File: src/design/dlp_pkg.sv
`timescale 1ns / 1ps
// ----------------------------------------------------------------------------
// Decimal line parser package
// Widths, character codes, result status codes and register map shared by
// the channel interfaces and the parser.
// ----------------------------------------------------------------------------
package dlp_pkg;

	// Payload widths.
	localparam int CHAR_W   = 8;
	localparam int VALUE_W  = 31;
	localparam int STATUS_W = 2;

	// Character codes.
	localparam logic [CHAR_W-1:0] BLANK_MAX = 8'd32;
	localparam logic [CHAR_W-1:0] DIGIT_LO  = 8'd48;
	localparam logic [CHAR_W-1:0] DIGIT_HI  = 8'd57;
	localparam logic [CHAR_W-1:0] NEWLINE   = 8'd10;

	// Result status codes.
	localparam logic [STATUS_W-1:0] ST_OK    = 2'd0;
	localparam logic [STATUS_W-1:0] ST_PARSE = 2'd1;
	localparam logic [STATUS_W-1:0] ST_READ  = 2'd2;

	// Register map: one 32-bit register, word index taken from paddr[2].
	localparam int PADDR_W = 3;
	localparam int PDATA_W = 32;
	localparam logic REG_MAX_RESULT = 1'b0;

	localparam logic [VALUE_W-1:0] VALUE_MAX = {VALUE_W{1'b1}};

endpackage

File: src/design/dlp_char_if.sv
`timescale 1ns / 1ps
// ----------------------------------------------------------------------------
// Character channel
// Carries one character byte or an end-of-file event per word.
// ----------------------------------------------------------------------------
interface dlp_char_if;
	logic                      valid;
	logic                      ready;
	logic [dlp_pkg::CHAR_W-1:0] char_byte;
	logic                      end_of_file;

	modport source (output valid, output char_byte, output end_of_file, input ready);
	modport sink (input valid, input char_byte, input end_of_file, output ready);
endinterface

File: src/design/dlp_result_if.sv
`timescale 1ns / 1ps
// ----------------------------------------------------------------------------
// Result channel
// Carries one parsed value with its status per word.
// ----------------------------------------------------------------------------
interface dlp_result_if;
	logic                        valid;
	logic                        ready;
	logic [dlp_pkg::VALUE_W-1:0]  parsed_value;
	logic [dlp_pkg::STATUS_W-1:0] status;

	modport source (output valid, output parsed_value, output status, input ready);
	modport sink (input valid, input parsed_value, input status, output ready);
endinterface

File: src/design/decimal_line_parser.sv
`timescale 1ns / 1ps
// ----------------------------------------------------------------------------
// Decimal line parser
// Parses lines of ASCII decimal digits into values with a range check.
// ----------------------------------------------------------------------------
// The parser takes one character word per clock cycle and gives one result
// word per newline or end-of-file event. A word accepted from the channel
// lands in the input register; the line state and, for a newline or
// end-of-file word, the result register are updated from it as it moves on.
// The line state loop (a multiply by ten built from two shifts and an add)
// is combinational, so the input stays ready every cycle except when a
// newline or end-of-file word waits in the input register while the result
// register is still held by the consumer. A line is optional blanks or
// control bytes, digits, then optional blanks; a line with no digits, a stray
// byte, a value above max_result or more than LINE_CAPACITY bytes gives a
// parse error (status 1), and end of file gives a read error (status 2).
// ----------------------------------------------------------------------------
module decimal_line_parser #(
	parameter int LINE_CAPACITY = 10
) (
	input  logic                         clk,
	input  logic                         arst_n,
	dlp_char_if.sink                     char_in,
	dlp_result_if.source                 result_out,
	input  logic                         psel,
	input  logic                         penable,
	input  logic                         pwrite,
	input  logic [dlp_pkg::PADDR_W-1:0]  paddr,
	input  logic [dlp_pkg::PDATA_W-1:0]  pwdata,
	output logic [dlp_pkg::PDATA_W-1:0]  prdata,
	output logic                         pready
);

	localparam int CNT_W = $clog2(LINE_CAPACITY + 1);
	localparam int PROD_W = dlp_pkg::VALUE_W + 4;
	localparam logic [CNT_W-1:0] CAP = CNT_W'(LINE_CAPACITY);

	typedef enum logic [1:0] {PH_LEAD, PH_DIGITS, PH_TRAIL, PH_BAD} phase_t;

	// Configuration register.
	logic [dlp_pkg::VALUE_W-1:0] max_result_q;

	// Input register.
	logic                       valid_s1;
	logic [dlp_pkg::CHAR_W-1:0] char_s1;
	logic                       eof_s1;

	// Line state.
	phase_t                      phase_q;
	logic [CNT_W-1:0]            cnt_q;
	logic [dlp_pkg::VALUE_W-1:0] acc_q;
	logic                        over_q;

	// Result register.
	logic                         out_valid_q;
	logic [dlp_pkg::VALUE_W-1:0]  value_q;
	logic [dlp_pkg::STATUS_W-1:0] status_q;

	// Next line state and result of the word in the input register.
	phase_t                       phase_d;
	logic [CNT_W-1:0]             cnt_d;
	logic [dlp_pkg::VALUE_W-1:0]  acc_d;
	logic                         over_d;
	logic                         res_c;
	logic [dlp_pkg::VALUE_W-1:0]  res_value_c;
	logic [dlp_pkg::STATUS_W-1:0] res_status_c;
	logic                         is_blank;
	logic                         is_digit;
	logic [PROD_W-1:0]            prod;
	logic                         fire;
	logic                         out_free;
	logic                         cfg_wr;

	// APB register access.
	assign pready = 1'b1;
	assign cfg_wr = psel && penable && pwrite;
	assign prdata = (paddr[2] == dlp_pkg::REG_MAX_RESULT)
		? {{(dlp_pkg::PDATA_W - dlp_pkg::VALUE_W){1'b0}}, max_result_q}
		: '0;

	// Character classes and the digit accumulate step.
	assign is_blank = (char_s1 <= dlp_pkg::BLANK_MAX);
	assign is_digit = (char_s1 >= dlp_pkg::DIGIT_LO) && (char_s1 <= dlp_pkg::DIGIT_HI);
	assign prod = ({4'b0, acc_q} << 3) + ({4'b0, acc_q} << 1)
		+ PROD_W'(char_s1 - dlp_pkg::DIGIT_LO);

	// Handshake: a word without a result always moves on.
	assign out_free = !out_valid_q || result_out.ready;
	assign fire = valid_s1 && (!res_c || out_free);
	assign char_in.ready = !valid_s1 || fire;

	assign result_out.valid        = out_valid_q;
	assign result_out.parsed_value = value_q;
	assign result_out.status       = status_q;

	// Line state update for one word.
	always_comb begin
		phase_d      = phase_q;
		cnt_d        = cnt_q;
		acc_d        = acc_q;
		over_d       = over_q;
		res_c        = 1'b0;
		res_value_c  = '0;
		res_status_c = dlp_pkg::ST_PARSE;
		if (eof_s1 || (char_s1 == dlp_pkg::NEWLINE)) begin
			res_c = 1'b1;
			if (eof_s1) begin
				res_status_c = dlp_pkg::ST_READ;
			end else if ((phase_q == PH_DIGITS || phase_q == PH_TRAIL) && !over_q
					&& (acc_q <= max_result_q)) begin
				res_status_c = dlp_pkg::ST_OK;
				res_value_c  = acc_q;
			end
			phase_d = PH_LEAD;
			cnt_d   = '0;
			acc_d   = '0;
			over_d  = 1'b0;
		end else if (cnt_q >= CAP) begin
			phase_d = PH_BAD;
		end else begin
			cnt_d = cnt_q + 1'b1;
			case (phase_q)
				PH_LEAD, PH_DIGITS: begin
					if (is_digit) begin
						phase_d = PH_DIGITS;
						if (prod[PROD_W-1:dlp_pkg::VALUE_W] != '0) begin
							over_d = 1'b1;
							acc_d  = dlp_pkg::VALUE_MAX;
						end else begin
							acc_d = prod[dlp_pkg::VALUE_W-1:0];
						end
					end else if (!is_blank) begin
						phase_d = PH_BAD;
					end else if (phase_q == PH_DIGITS) begin
						phase_d = PH_TRAIL;
					end
				end
				PH_TRAIL: begin
					if (!is_blank) begin
						phase_d = PH_BAD;
					end
				end
				default: begin
				end
			endcase
		end
	end

	// All registers: configuration, input stage, line state and result.
	always_ff @(posedge clk or negedge arst_n) begin
		if (!arst_n) begin
			max_result_q <= dlp_pkg::VALUE_MAX;
			valid_s1     <= 1'b0;
			char_s1      <= '0;
			eof_s1       <= 1'b0;
			phase_q      <= PH_LEAD;
			cnt_q        <= '0;
			acc_q        <= '0;
			over_q       <= 1'b0;
			out_valid_q  <= 1'b0;
			value_q      <= '0;
			status_q     <= dlp_pkg::ST_OK;
		end else begin
			if (cfg_wr && (paddr[2] == dlp_pkg::REG_MAX_RESULT)) begin
				max_result_q <= pwdata[dlp_pkg::VALUE_W-1:0];
			end
			if (char_in.ready) begin
				valid_s1 <= char_in.valid;
				char_s1  <= char_in.char_byte;
				eof_s1   <= char_in.end_of_file;
			end
			if (fire) begin
				phase_q <= phase_d;
				cnt_q   <= cnt_d;
				acc_q   <= acc_d;
				over_q  <= over_d;
			end
			if (fire && res_c) begin
				out_valid_q <= 1'b1;
				value_q     <= res_value_c;
				status_q    <= res_status_c;
			end else if (result_out.ready) begin
				out_valid_q <= 1'b0;
			end
		end
	end

	// The byte count never passes the line capacity.
	assert property (@(posedge clk) disable iff (!arst_n) cnt_q <= CAP)
		else $error("byte count above line capacity");

	// Leading blanks phase holds no value and no overflow.
	assert property (@(posedge clk) disable iff (!arst_n)
		phase_q == PH_LEAD |-> (acc_q == '0) && !over_q)
		else $error("value held during leading blanks");

	// A result clears the line state.
	assert property (@(posedge clk) disable iff (!arst_n)
		fire && res_c |=> (cnt_q == '0) && (phase_q == PH_LEAD) && out_valid_q)
		else $error("line state not cleared after result");

	// A failed line carries a zero value.
	assert property (@(posedge clk) disable iff (!arst_n)
		out_valid_q && (status_q != dlp_pkg::ST_OK) |-> value_q == '0)
		else $error("nonzero value with error status");

endmodule

File: src/flat_wrapper.sv
// flat-port wrapper written by rule: the top's interface ports become plain ports
module decimal_line_parser_flat 
#(
	parameter int LINE_CAPACITY = 10
)
  (clk, arst_n, psel, penable, pwrite, paddr, pwdata, prdata, pready, char_in_valid, char_in_char_byte, char_in_end_of_file, char_in_ready, result_out_valid, result_out_parsed_value, result_out_status, result_out_ready);
  dlp_char_if char_in_i ();
  dlp_result_if result_out_i ();
  input  logic clk;
  input  logic arst_n;
  input  logic psel;
  input  logic penable;
  input  logic pwrite;
  input  logic [dlp_pkg::PADDR_W-1:0] paddr;
  input  logic [dlp_pkg::PDATA_W-1:0] pwdata;
  output logic [dlp_pkg::PDATA_W-1:0] prdata;
  output logic pready;
  input wire logic [$bits(char_in_i.valid)-1:0] char_in_valid;
  input wire logic [$bits(char_in_i.char_byte)-1:0] char_in_char_byte;
  input wire logic [$bits(char_in_i.end_of_file)-1:0] char_in_end_of_file;
  output wire logic [$bits(char_in_i.ready)-1:0] char_in_ready;
  output wire logic [$bits(result_out_i.valid)-1:0] result_out_valid;
  output wire logic [$bits(result_out_i.parsed_value)-1:0] result_out_parsed_value;
  output wire logic [$bits(result_out_i.status)-1:0] result_out_status;
  input wire logic [$bits(result_out_i.ready)-1:0] result_out_ready;
  assign char_in_i.valid = char_in_valid;
  assign char_in_i.char_byte = char_in_char_byte;
  assign char_in_i.end_of_file = char_in_end_of_file;
  assign char_in_ready = char_in_i.ready;
  assign result_out_valid = result_out_i.valid;
  assign result_out_parsed_value = result_out_i.parsed_value;
  assign result_out_status = result_out_i.status;
  assign result_out_i.ready = result_out_ready;
  decimal_line_parser #(.LINE_CAPACITY(LINE_CAPACITY)) u_core (.clk(clk), .arst_n(arst_n), .char_in(char_in_i), .result_out(result_out_i), .psel(psel), .penable(penable), .pwrite(pwrite), .paddr(paddr), .pwdata(pwdata), .prdata(prdata), .pready(pready));
endmodule
File: config.mk
export PLATFORM = sky130hd
export DESIGN_NAME = decimal_line_parser_flat
export DESIGN_NICKNAME = d
export VERILOG_FILES = /design/src/design/dlp_pkg.sv /design/src/design/dlp_char_if.sv /design/src/design/dlp_result_if.sv /design/src/design/decimal_line_parser.sv /design/src/flat_wrapper.sv
export SDC_FILE = /design/constraint.sdc
export NUM_CORES = 1
export LEC_CHECK = 0
export ABC_AREA = 1
export BUFFER_PORTS_ARGS = -buffer_cell sky130_fd_sc_hd__buf_2
export CORE_MARGIN = 5
export CORE_UTILIZATION = 59
export DETAILED_ROUTE_END_ITERATION = 6
export PLACE_DENSITY_LB_ADDON = 0.3
export SLEW_MARGIN = 25
export SYNTH_ARGS = -nofsm -noshare
export SYNTH_HDL_FRONTEND = slang
export SYNTH_SLANG_ARGS = --single-unit
File: constraint.sdc
create_clock -name clk -period 5.3 [get_ports clk]
set_input_delay 0.795 -clock clk [delete_from_list [all_inputs] [get_ports clk]]
set_output_delay 0.795 -clock clk [all_outputs]
set_load 0.005 [all_outputs]
==> out/qor.csv <==
metric,value,unit
1st-iter DRT viols,529,
"count leader, synth",nand2_1,
Area Growth Syn to Fin,15.2,%
Mapped Cells,1181,
CORE AREA,0.0145,sq mm
synth unique cells,42,
Fmax,0.240,GHz
WL final,23100,microns
unrepaired setup endpoints after global routing,false,
CTS Root Cell,clkbuf_16,
actual slew at the worst max-slew pin,0.762,ns
outcome,finished clean,
worst-case reg-to-reg path depth,20,
power density cells,721,mW/mm^2
most frequent cells after synthesis,"nand2_1 (354), inv_1 (175), nor2_1 (112)",
setup_tns,0,ns
"CTS clk-pin slew, worst paths",0.06,ns
async set-or-reset flop fraction in the synthesized netlist,1.00,
hold crit path type,input port to async pin,
Slew Limit Fails,0,
final clock skew,0.00789,ns
Placement Rows,44,
number of synthesized flops with an enable pin,0,
worst path required time,5.60,ns
H-tree lvl count,4,
Final Power,7.21,mW
Worst-Skew Late Latency,0.42,ns
DR vias/cell,5.32,
hpwl dp,17100,microns
Hold WS,0.386,ns
via count,7910,
Max Cap Violations,0,
Final setup viols,0,
Mapped Area,0.00868,sq mm
CTS tree,done,
"Avg Cell Area, Syn",7.35,sq um
"Hold-fix buffers, CTS",0,
setup ws final,1.13,ns
Die W,131,microns
DIE AREA,0.0172,sq mm
Final ANT Viol Nets,0,
proportion of layout cells with a drive suffix above 1,0.174,
Worst Setup Start Kind,flip-flop,
Synth Flop Type,dfrtp_1,
minimum clock period,4.17,ns
placed cell count,1454,
Yosys top cell area share,0.236,
drt pass-1 iters,4,
largest area contributor in the netlist,dfrtp_1,
die height,131,microns
RePlAce Congestion,0.977,
setup bufs post-CTS,0,
# clock sinks,113,
syn_nets,1337,
DP Worst Slack,1.30,ns
clock buffer depth,2,
reg2reg start,u_core.char_s1[7],
CP Class,flip-flop to flip-flop,
IO buf count,113,
Top Ports,119,
"top cells by area, synth","dfrtp_1 (24%), nand2_1 (15%), ha_1 (11%)",
largest net degree at the start of global routing,78,
NumNets Final,1445,
grt total ovfl,0,
"Cell Count, Final, Fillers Out",1486,
vias in the first global route,7928,
post-DR wirelength/cell,15.6,microns
leakage power,5.64,nW
Global Route Usage Sum,0.271,
maximum vdd drop,0.441,mV
post-synthesis sequential area ratio,0.330,
crit path launch,u_core.char_s1[7],
Num CTS Buffers,17,
worst path arrival time,4.47,ns
global-route wire length before repair,38300,microns
Crit Path Max Fanout,27,
Initial Util,0.600,
final hold vios,0,
initial antenna violation count,0,
Synth Register Bits,113,
DRC Markers,0,
CP Capture Type,flip-flop,
Tcrit/Tclk final,0.787,
relative slew slack,0.488,
PostCTS Resize Cnt,0,
yosys warns,0,
Ant. Diodes,0,
==> power by group <==
| part | internal, mW | switching [mW] |
|---|---|---|
| logic | 1.55 | 2.97 |
| clock network | 0.807 | 0.408 |
| registers | 1.13 | 0.352 |
| total | 3.49 | 3.73 |
==> cell type report <==
cell class                 instances  area [sq um]
timing repair buffer             118           609
clock inverter                    11           161
clock buffer                      21           460
fill                            1197          4480
inverter                         184           691
multi-input combinational        855          4980
sequential                       113          2870
tap                              184           230
==> registers in the layout, indices dropped and copies added (netlist names) <==
name and cells:
u_core.char_s1 8, u_core.phase_q 2, u_core.result_out.valid 1, u_core.result_out.status 2, u_core.cnt_q 4, u_core.over_q 1, u_core.eof_s1 1, u_core.max_result_q 31
u_core.result_out.parsed_value 31, u_core.valid_s1 1, u_core.acc_q 31
==> cells in the final DEF, fill, tap and decap left out, types with 11 or more instances in the layout <==
| cell | instances |
|---|---|
| a21oi_1 | 71 |
| o21ai_1 | 39 |
| clkbuf_16 | 17 |
| dfstp_2 | 31 |
| fa_1 | 30 |
| dfrtp_1 | 82 |
| ha_1 | 75 |
| nand2_1 | 353 |
| xor2_1 | 20 |
| buf_2 | 112 |
| o21ai_0 | 31 |
| nand3_1 | 41 |
| nor2_1 | 111 |
| inv_1 | 175 |
| nand2_2 | 11 |
| o21ai_2 | 13 |
==> metrics by stage <==
stage / util / instance area [sq um]
CTS: 0.691 / 10000
detailed placement: 0.648 / 9380
finish: 0.691 / 10000
floorplan: - / 8680
global placement: 0.648 / 9380
global route: 0.691 / 10000
==> cell families (layout without fill, tap and decap cells) <==
kind of cell / after synthesis / after routing / synth area share
compound gates: 172 / 172 / 0.111
xor+xnor: 25 / 25 / 0.0252
fa+ha+maj: 105 / 105 / 0.177
buf+inv: 213 / 334 / 0.0965
flops: 113 / 113 / 0.330
other cells: 2 / 2 / 0.000865
simple gates: 551 / 551 / 0.259
==> layer usage <==
layer  share of wire  global-route usage
met4           0.036               0.119
met1            0.41               0.325
met5               0                   0
met3           0.049              0.0566
met2            0.50               0.471
==> worst max-delay path, stage by stage (launching register included) <==
cell and delay (ns):
dfrtp_1 0.43, nor2_1 0.23, inv_1 0.13, nor2_2 0.10, buf_4 0.37, inv_1 0.15
fa_1 0.50, inv_1 0.04, ha_1 0.36, a21oi_1 0.21, nand2_1 0.12, nand2_1 0.07
nand3_1 0.06, a21oi_1 0.15, nand2_1 0.07, nand2_1 0.07, nand2_2 0.06, nor2_4 0.24
nand2_4 0.30, o21ai_0 0.27, nand2_1 0.06
==> path summary, 6_finish.rpt <==
| path | slack [ns] | to |
|---|---|---|
| max in group asynchronous | 3.89 | u_core.max_result_q[25] |
| min | 0.39 | u_core.result_out.parsed_value[10] |
| min in group clk | 0.48 | u_core.result_out.parsed_value[5] |
| min reg2reg | 0.48 | u_core.result_out.parsed_value[5] |
| max | 1.13 | u_core.acc_q[7] |
| max reg2reg | 1.13 | u_core.acc_q[7] |
No activity file was read; power rests on OpenSTA's default activity.
